==> src/gra_pkg.sv <==
`default_nettype none

package gra_pkg;

  localparam int unsigned MAP_SIDE  = 64;
  localparam int unsigned MAX_STEPS = 128;
  localparam int unsigned FRAC_BITS = 16;

  localparam int unsigned MAP_BITS  = $clog2(MAP_SIDE);
  localparam int unsigned MAP_DEPTH = MAP_SIDE * MAP_SIDE;
  localparam int unsigned ADDR_BITS = 2 * MAP_BITS;
  localparam int unsigned STEP_BITS = $clog2(MAX_STEPS + 1);
  localparam int unsigned COORD_W   = MAP_BITS + 2;

  localparam int unsigned SCR_W      = 13;
  localparam int unsigned POS_W      = 22;
  localparam int unsigned DIR_W      = 19;
  localparam int unsigned CFG_DATA_W = 22;
  localparam int unsigned REG_IDX_W  = 3;
  localparam int unsigned CELL_W     = 6;
  localparam int unsigned COL_W      = 12;
  localparam int unsigned ROW_W      = 12;
  localparam int unsigned LH_W       = 16;
  localparam int unsigned DIST_W     = 32;
  localparam int unsigned RAY_W      = 32;
  localparam int unsigned DIV_W      = 2 * FRAC_BITS + 1;
  localparam int unsigned DEN_W      = 32;
  localparam int unsigned ACC_W      = 40;
  localparam int unsigned MUL_A_W    = 20;
  localparam int unsigned MUL_B_W    = 33;
  localparam int unsigned MUL_P_W    = MUL_A_W + MUL_B_W;

  localparam logic [FRAC_BITS:0] ONE_FX = {1'b1, {FRAC_BITS{1'b0}}};

  typedef enum logic [REG_IDX_W-1:0] {
    REG_SCREEN_WIDTH,
    REG_SCREEN_HEIGHT,
    REG_POS_X,
    REG_POS_Y,
    REG_DIR_X,
    REG_DIR_Y,
    REG_PLANE_X,
    REG_PLANE_Y
  } reg_e;

  typedef enum logic {
    CMD_WRITE,
    CMD_CAST
  } cmd_e;

  typedef struct packed {
    cmd_e              command;
    logic [CELL_W-1:0] cell_x;
    logic [CELL_W-1:0] cell_y;
    logic              cell_is_wall;
    logic [COL_W-1:0]  column;
  } in_item_t;

  typedef struct packed {
    logic [COL_W-1:0]  column_out;
    logic              side;
    logic [CELL_W-1:0] hit_x;
    logic [CELL_W-1:0] hit_y;
    logic [DIST_W-1:0] wall_distance;
    logic [LH_W-1:0]   slice_height;
    logic [ROW_W-1:0]  draw_start;
    logic [ROW_W-1:0]  draw_end;
    logic              no_hit;
  } out_item_t;

  typedef enum logic [3:0] {
    OP_NONE,
    OP_LOAD,
    OP_CAM,
    OP_RAY_X,
    OP_RAY_Y,
    OP_DELTA_X,
    OP_DELTA_Y,
    OP_SIDE_X,
    OP_SIDE_Y,
    OP_STEP,
    OP_DIST,
    OP_MISS,
    OP_LH,
    OP_OUT
  } op_e;

  typedef enum logic [1:0] {
    DIV_CAM,
    DIV_DX,
    DIV_DY,
    DIV_LH
  } div_sel_e;

  typedef enum logic [4:0] {
    S_CLEAR,
    S_IDLE,
    S_CAM,
    S_CAM_W,
    S_RAY_X,
    S_RAY_Y,
    S_DX,
    S_DX_W,
    S_DY,
    S_DY_W,
    S_SIDE_X,
    S_SIDE_Y,
    S_STEP0,
    S_WALK,
    S_DIST,
    S_LH,
    S_LH_W,
    S_DONE
  } state_e;

  typedef struct packed {
    logic     ready;
    logic     map_we;
    op_e      op;
    logic     div_start;
    div_sel_e div_sel;
  } ctrl_cmd_t;

  typedef struct packed {
    logic in_valid;
    logic in_cast;
    logic clearing;
    logic div_done;
    logic wall;
    logic last_step;
    logic out_free;
  } dp_status_t;

endpackage

`default_nettype wire

==> src/gra_ctrl.sv <==
`default_nettype none

module gra_ctrl import gra_pkg::*; (
  input  logic       clk_i,
  input  logic       rst_ni,
  input  dp_status_t status_i,
  output ctrl_cmd_t  cmd_o
);

  state_e state_q, state_d;

  always_comb begin
    state_d = state_q;
    unique case (state_q)
      S_CLEAR:  if (!status_i.clearing) state_d = S_IDLE;
      S_IDLE:   if (status_i.in_valid && status_i.in_cast) state_d = S_CAM;
      S_CAM:    state_d = S_CAM_W;
      S_CAM_W:  if (status_i.div_done) state_d = S_RAY_X;
      S_RAY_X:  state_d = S_RAY_Y;
      S_RAY_Y:  state_d = S_DX;
      S_DX:     state_d = S_DX_W;
      S_DX_W:   if (status_i.div_done) state_d = S_DY;
      S_DY:     state_d = S_DY_W;
      S_DY_W:   if (status_i.div_done) state_d = S_SIDE_X;
      S_SIDE_X: state_d = S_SIDE_Y;
      S_SIDE_Y: state_d = S_STEP0;
      S_STEP0:  state_d = S_WALK;
      S_WALK: begin
        priority if (status_i.wall) begin
          state_d = S_DIST;
        end else if (status_i.last_step) begin
          state_d = S_DONE;
        end
      end
      S_DIST:   state_d = S_LH;
      S_LH:     state_d = S_LH_W;
      S_LH_W:   if (status_i.div_done) state_d = S_DONE;
      S_DONE:   if (status_i.out_free) state_d = S_IDLE;
      default:  state_d = S_IDLE;
    endcase
  end

  always_comb begin
    cmd_o           = '0;
    cmd_o.op        = OP_NONE;
    cmd_o.div_sel   = DIV_CAM;
    unique case (state_q)
      S_IDLE: begin
        cmd_o.ready  = 1'b1;
        cmd_o.map_we = status_i.in_valid && !status_i.in_cast;
        if (status_i.in_valid && status_i.in_cast) cmd_o.op = OP_LOAD;
      end
      S_CAM: begin
        cmd_o.div_start = 1'b1;
        cmd_o.div_sel   = DIV_CAM;
      end
      S_CAM_W:  if (status_i.div_done) cmd_o.op = OP_CAM;
      S_RAY_X:  cmd_o.op = OP_RAY_X;
      S_RAY_Y:  cmd_o.op = OP_RAY_Y;
      S_DX: begin
        cmd_o.div_start = 1'b1;
        cmd_o.div_sel   = DIV_DX;
      end
      S_DX_W:   if (status_i.div_done) cmd_o.op = OP_DELTA_X;
      S_DY: begin
        cmd_o.div_start = 1'b1;
        cmd_o.div_sel   = DIV_DY;
      end
      S_DY_W:   if (status_i.div_done) cmd_o.op = OP_DELTA_Y;
      S_SIDE_X: cmd_o.op = OP_SIDE_X;
      S_SIDE_Y: cmd_o.op = OP_SIDE_Y;
      S_STEP0:  cmd_o.op = OP_STEP;
      S_WALK: begin
        priority if (status_i.wall) begin
          cmd_o.op = OP_NONE;
        end else if (status_i.last_step) begin
          cmd_o.op = OP_MISS;
        end else begin
          cmd_o.op = OP_STEP;
        end
      end
      S_DIST:   cmd_o.op = OP_DIST;
      S_LH: begin
        cmd_o.div_start = 1'b1;
        cmd_o.div_sel   = DIV_LH;
      end
      S_LH_W:   if (status_i.div_done) cmd_o.op = OP_LH;
      S_DONE:   if (status_i.out_free) cmd_o.op = OP_OUT;
      default: begin
      end
    endcase
  end

  always_ff @(posedge clk_i or negedge rst_ni) begin
    if (!rst_ni) begin
      state_q <= S_CLEAR;
    end else begin
      state_q <= state_d;
    end
  end

endmodule

`default_nettype wire

==> config.mk <==
export PLATFORM = sky130hd
export DESIGN_NAME = gra_ctrl
export DESIGN_NICKNAME = d
export VERILOG_FILES = /design/src/gra_pkg.sv /design/src/gra_ctrl.sv
export SDC_FILE = /design/constraint.sdc
export NUM_CORES = 1
export LEC_CHECK = 0
export ABC_AREA = 1
export BUFFER_PORTS_ARGS = -buffer_cell sky130_fd_sc_hd__buf_4
export CAP_MARGIN = 10
export CORE_AREA = 5 5 42 44
export CTS_BUF_LIST = sky130_fd_sc_hd__clkbuf_2
export DETAILED_ROUTE_END_ITERATION = 16
export DIE_AREA = 0 0 47 49
export MAX_ROUTING_LAYER = met4
export PLACE_DENSITY_LB_ADDON = 0.3
export SLEW_MARGIN = 20
export SYNTH_ARGS = -nofsm -noshare
export SYNTH_HDL_FRONTEND = slang
export SYNTH_SLANG_ARGS = --single-unit
==> constraint.sdc <==
create_clock -name clk_i -period 1.6 [get_ports clk_i]
set_input_delay 0.08 -clock clk_i [delete_from_list [all_inputs] [get_ports clk_i]]
set_output_delay 0.08 -clock clk_i [all_outputs]
set_load 0.01 [all_outputs]
==> impl_metrics.toml, run 1 <==
[cts]
cts_tree = "yes"
numCtsBuffers = 3
clk_path_buf_depth = 2
numClockSinks = 5
cts.clk_slew.worst_paths_ns = 0.06
cts-root-buf = "clkbuf_2"
htreeDepth = 1
worstSkewPairLatency_ns = 0.23

[place]
dpl_cell_area_um2 = 827
place_ws_ns = 0.0183
dpl.hpwl_um = 1560
dp_cells = 158
port_buffers = 17
gp_congestion = 0.971

[sta]
final-max-slew-violation-count = 0
rsz0062_at_grt = "yes"
fin_crit_sh_pct = 102
worst_pin_slew_ns = 0.307
fmax_mhz = 611
finalSetupViolCount = 2
fin_ws_ns = -0.0368
hold_violations = 0
relSlewSlack_pct = 79.4
fin_crit_ns = 1.64
whs_ns = 0.104
skew_ns = 0.00916

[synthesis]
yosysWarnings = 0
yosys.area_share.xor_xnor_pct = 0
synthSimpleGateAreaFrac_pct = 59.0
ys_ff_latch = 5
syn-num-nets = 134
synthCells = 125
synthMuxAreaShare_pct = 0
yosysSeqAreaShare_pct = 18.3
synth.avg_cell_area_um2 = 5.47
synthAdderAreaFrac_pct = 0
synth_top_area_share_pct = 22.0
synth_compound_area_share_pct = 10.6
synth_top_family_by_area = "simple AND/OR/NAND/NOR gates"
netlist_area_um2 = 683
yosys-top-cells-area = "nand2_1 (22%), dfrtp_1 (18%), nand3_1 (10%)"
yosysTopAreaCell = "nand2_1"
synth_cell_type_count = 19

[power]
p_sw_share_pct = 52.4
p_leak_nw = 0.592
p_sw_w = 0.00107
internal_power_w = 0.000973
p_clk_share_pct = 5.9
p_per_area_mw_per_mm2 = 1950
pwr-share-seq_pct = 14.6
comb_power_share_pct = 79.5
ir_drop_uv = 1100

[run]
max_cap_viol_count = 0

[min_path]
hp-class = "primary input to flop"
worstHoldStart = "status_i[3]"

[route]
vias = 1010
drcViolationCount = 0
wirelength_um = 2430
avgViaCountPerCell = 5.77
antenna_left = 0
dr.first_iter.drc_count = 64
firstDrtPassIters = 5
wl_per_cell_um = 13.9

[floorplan]
core.rowCount = 14
ioPinCount = 18
core_area_mm2 = 0.00140
fp.dieArea_mm2 = 0.00230
chipHeight_um = 49
start_util_pct = 48.7
die_width_um = 47

[cells_and_area]
largest_reg_flops = 5
regMostFlops = "state_q"
final_util_pct = 75.0
syn_to_final_growth_pct = 53.8
antenna_cells = 0
reg_top3 = "state_q: 5 flops"
layout.nets = 169
final_area_mm2 = 0.00105
final_layout_size_suffix_gt1_share_pct = 44.0
fin_cells = 175

[outcome]
violations = "setup timing"
outcome = "complete, but fails checks"

[global_routing]
grt_util_met3_pct = 6.27
grt_busiest_layer = "met2"
grt_use_total_pct = 21.6
overflow = 0
grt_pass1_wl_um = 3600
grt_pass1_vias = 871
grt_max_degree = 9
met1_usage_pct = 27.1
antenna_found_initial = 0
grt_use_met2_pct = 30.5

[critical_path]
arrival_ns = 1.56
cp-startpoint = "state_q[1]"
slowest_delay_ns = 0.46
cp_common_cell = "nand3_1"
critPathTopFamily = "simple AND/OR/NAND/NOR gates"
worstPathRequired_ns = 1.52
end_kind = "output port"
path_max_fanout = 6
cp.buffers_inverters = 3
crit_type = "flop to output port"
crit_chain = "nor2_4, buf_6, nand3_1, nand2_1, inv_1, nand3_1, buf_4"
worstSetupStartpointType = "flop"
critPathSlowestCell = "dfrtp_2"
reg2reg_from = "state_q[3]"
[power by group through the flow]
stage	clock [W]	sequential (W)	combinational [W]
floorplan	0	0.000240	0.000868
detailed placement	0	0.000265	0.00119
CTS	0.000125	0.000294	0.00134
global route	0.000143	0.000302	0.00179
finish	0.000121	0.000298	0.00163
global placement	0	0.000264	0.00119
[timing repair]
action                                  in CTS  in global routing
endpoints found under the setup margin       5                  7
setup buffers                                5                  7
pin swaps                                    3                 10
hold buffers                                 1                  0
endpoints found under the hold margin        5                  0
gates resized for setup                     20                 15
[layer usage]
layer	share of wire (%)	wire, um	vias to the layer above
met2	45	1100	86
met5	0	0	-
met4	4.8	116	0
met3	11	264	19
met1	39	942	430
li1	-	-	475
[worst paths after layout]
kind	cells past startpoint	endpoint	slack (ns)
max in group asynchronous	2	state_q[4]	1.29
max	7	cmd_o[6]	-0.04
max reg2reg	7	state_q[4]	0.06
min	4	state_q[1]	0.10
min reg2reg	2	state_q[0]	0.58
min in group asynchronous	2	state_q[1]	0.18
[synth_stat cells]
cell type / count
nand4_1: 7
o21ai_2: 1
nand3b_2: 1
nor3_1: 1
nor2_4: 1
nand2_1: 40
a21oi_1: 4
o21ai_0: 4
nand3_1: 14
buf_6: 1
o211ai_1: 2
nor2_2: 4
nand2_2: 2
dfrtp_1: 5
inv_2: 1
o2111ai_1: 1
nor2_1: 17
nand3_2: 1
inv_1: 18
[placed cells by master (no fill, tap or decap)]
| cell type | instances |
|---|---|
| nand2_2 | 7 |
| buf_6 | 2 |
| o2111ai_2 | 1 |
| clkbuf_2 | 4 |
| dlygate4sd3_1 | 1 |
| o21ai_1 | 1 |
| dfrtp_2 | 5 |
| nand3_1 | 12 |
| o21ai_0 | 3 |
| nor2_4 | 5 |
| nand2_1 | 35 |
| nand3b_4 | 1 |
| a21oi_1 | 4 |
| nand4_1 | 7 |
| buf_4 | 28 |
| nand3_2 | 2 |
| nand3_4 | 1 |
| nor2_2 | 5 |
| o21ai_4 | 1 |
| o211ai_1 | 2 |
| nor2_1 | 12 |
| inv_1 | 12 |
| nor3_2 | 1 |
| inv_2 | 7 |
[layout make-up]
cell class	instances	area, um^2
clock buffer	4	20.0
timing repair buffer	31	243
sequential	5	131
fill	104	350
tap	16	20.0
inverter	19	71.3
multi-input combinational	100	566
[worst register-to-register path, stage by stage (launching register included)]
cell and delay [ns]:
dfrtp_2 0.47, nor2_4 0.18, buf_4 0.15, nand3_2 0.07, buf_4 0.15, o21ai_4 0.14, nand3b_4 0.16, o21ai_0 0.08
[per-stage QoR]
stage | TNS, ns | total power, W
2_1_floorplan | 0 | 0.00111
3_3_place_gp | 0 | 0.00145
3_5_place_dp | 0 | 0.00146
4_1_cts | 0 | 0.00176
5_1_grt | -0.893 | 0.00223
6_report | -0.0488 | 0.00205
[logic make-up (layout without fill, tap and decap cells)]
group / count (synthesis) / after routing
buffers and inverters: 20 / 54
AND/OR/NAND/NOR: 88 / 88
AO/OA/AOI/OAI: 12 / 12
flip-flops: 5 / 5
(Power assumes the default switching activity.)
==> inputs of run 2 (changes only) <==
--- a/config.mk
+++ b/config.mk
@@ -8,13 +8,12 @@
 export ABC_AREA = 1
 export BUFFER_PORTS_ARGS = -buffer_cell sky130_fd_sc_hd__buf_4
 export CAP_MARGIN = 10
-export CORE_AREA = 5 5 42 44
+export CORE_MARGIN = 5
+export CORE_UTILIZATION = 30
 export CTS_BUF_LIST = sky130_fd_sc_hd__clkbuf_2
 export DETAILED_ROUTE_END_ITERATION = 16
-export DIE_AREA = 0 0 47 49
 export MAX_ROUTING_LAYER = met4
 export PLACE_DENSITY_LB_ADDON = 0.3
-export SLEW_MARGIN = 20
 export SYNTH_ARGS = -nofsm -noshare
 export SYNTH_HDL_FRONTEND = slang
 export SYNTH_SLANG_ARGS = --single-unit
==> impl_metrics.toml, run 2 (synthesis gave the netlist of run 1 again) <==
[cells_and_area]
mostFrequentLayoutCell = "nand2_1"
largest_reg_flops = 5
syn_to_final_growth_pct = 66.7
final_layout_size_suffix_gt1_share_pct = 48.1
layout.nets = 172
final_area_mm2 = 0.00114
final_cell_mix = "nand2_1 (34), buf_4 (29), inv_1 (13), nor2_1 (10), nand3_1 (9)"
reg_top3 = "state_q: 5 flops"
regMostFlops = "state_q"
nFillCells = 227
antenna_cells = 0
final_util_pct = 52.0
ff_latch_area_um2 = 131
multi_input_area_um2 = 597

[critical_path]
r2r_slack_ns = 0.06
crit_type = "flop to output port"
critPathSlowestCell = "dfrtp_2"
slowest_delay_ns = 0.42
critPathTopFamily = "compound AO/OA/AOI/OAI gates"
timing.rr.end = "state_q[2]"
worstSetupStartpointType = "flop"
arrival_ns = 1.52
end_kind = "output port"
reg2reg_from = "state_q[4]"
crit_chain = "inv_1, nand2_2, inv_2, o211ai_1, o2111ai_1, buf_4"
worstPathRequired_ns = 1.52
reg2regPathDepth = 11
path_max_fanout = 5
cp.buffers_inverters = 3

[place]
dpl.hpwl_um = 1670
gp_congestion = 0.936
dpl_cell_area_um2 = 857
port_buffers = 17
place_ws_ns = 0.116

[sta]
final-max-slew-violation-count = 0
fmax_mhz = 623
hold_violations = 0
fin_crit_ns = 1.60
worst_pin_slew_ns = 0.347
rsz0062_at_grt = "yes"
relSlewSlack_pct = 76.8
fin_ws_ns = -0.00495
fin_crit_sh_pct = 100
finalSetupViolCount = 1
skew_ns = 0.0123
fin_tns_setup_ns = -0.00495

[outcome]
violations = "setup timing"
outcome = "complete, but fails checks"

[route]
avgViaCountPerCell = 5.01
firstDrtPassIters = 4
wl_per_cell_um = 13.1
vias = 952
route.met3.wl_um = 128
dr.first_iter.drc_count = 31
wirelength_um = 2480
highest-signal-layer = "met4"
drcViolationCount = 0
dr_wl_met2_um = 1200
antenna_left = 0
wl_met1_um = 1100

[global_routing]
antenna_found_initial = 0
grt_pass1_wl_um = 3680
grt_max_degree = 9
grt_use_total_pct = 13.9
grt_pass1_vias = 867
overflow = 0

[floorplan]
ioPinCount = 18
chipHeight_um = 57.7
core_area_mm2 = 0.00219
fp.dieArea_mm2 = 0.00333
die_width_um = 57.7
core.rowCount = 17
start_util_pct = 31.2

[cts]
cts_tree = "yes"
cts-root-buf = "clkbuf_2"
numClockSinks = 5
clk_path_buf_depth = 2
cts.clk_slew.worst_paths_ns = 0.07
numCtsBuffers = 3
worstSkewPairLatency_ns = 0.23
htreeDepth = 1

[run]
max_cap_viol_count = 0

[min_path]
whs_endpoint = "state_q[1]"
hp-class = "primary input to flop"
worstHoldPathCells = 4
worstHoldStart = "status_i[3]"

[power]
p_per_area_mw_per_mm2 = 1900
ir_drop_uv = 907
p_leak_nw = 0.634
==> run 2: how the worst max path moves through the flow <==
stage               start          to  slack [ns]  cells past startpoint
6_report       state_q[0]    cmd_o[4]      -0.005                      6
5_1_grt        state_q[4]    cmd_o[4]       -0.07                      6
4_1_cts        state_q[2]    cmd_o[3]       -0.02                      8
3_5_place_dp   state_q[3]    cmd_o[3]        0.12                      8
3_3_place_gp   state_q[3]    cmd_o[3]        0.06                      8
2_1_floorplan  state_q[2]  state_q[2]        0.28                      9
==> run 2: worst min-delay path, delay by kind of cell <==
| family | cells | cell delay, ns |
|---|---|---|
| AO/OA/AOI/OAI | 1 | 0.04 |
| AND/OR/NAND/NOR | 1 | 0.05 |
| buffers and inverters | 2 | 0.14 |
==> run 2: power breakdown <==
group	switching, W	internal, W	leakage, nW	total, W
Combinational	0.000973	0.000778	0.560	0.00175
Sequential	0.000100	0.000194	0.0572	0.000294
Clock	0.0000557	0.0000663	0.0166	0.000122
==> run 2: what timing repair did <==
| action | 4_1_cts | 5_1_grt |
|---|---|---|
| pin swaps | 3 | 14 |
| hold endpoints to repair | 5 | 0 |
| setup endpoints to repair | 5 | 9 |
| hold buffers | 1 | 0 |
| gates resized for setup | 16 | 29 |
| setup buffers | 3 | 10 |
==> run 2: layout make-up <==
| cell class | instances | share of cell area [%] |
|---|---|---|
| Clock buffer | 4 | 1.76 |
| Inverter | 19 | 6.48 |
| Multi-Input combinational cell | 100 | 52.4 |
| Sequential cell | 5 | 11.5 |
| Tap cell | 28 | 3.08 |
| Timing Repair Buffer | 34 | 24.7 |
==> run 2: routing by layer <==
layer | track usage (%) | vias up
met1 | 18.6 | 429
met5 | - | -
met3 | 2.90 | 4
met4 | 1.32 | 0
met2 | 22.4 | 39
li1 | - | 480
==> run 2: metrics by stage <==
stage,total power [W],instances,hold slack (ns)
final,0.00217,190,0.117
after global routing,0.00236,190,0.119
after CTS,0.00177,180,0.103
after detailed placement,0.00149,172,-0.115
after floorplan,0.00111,125,-0.216
after global placement,0.00150,172,-0.115
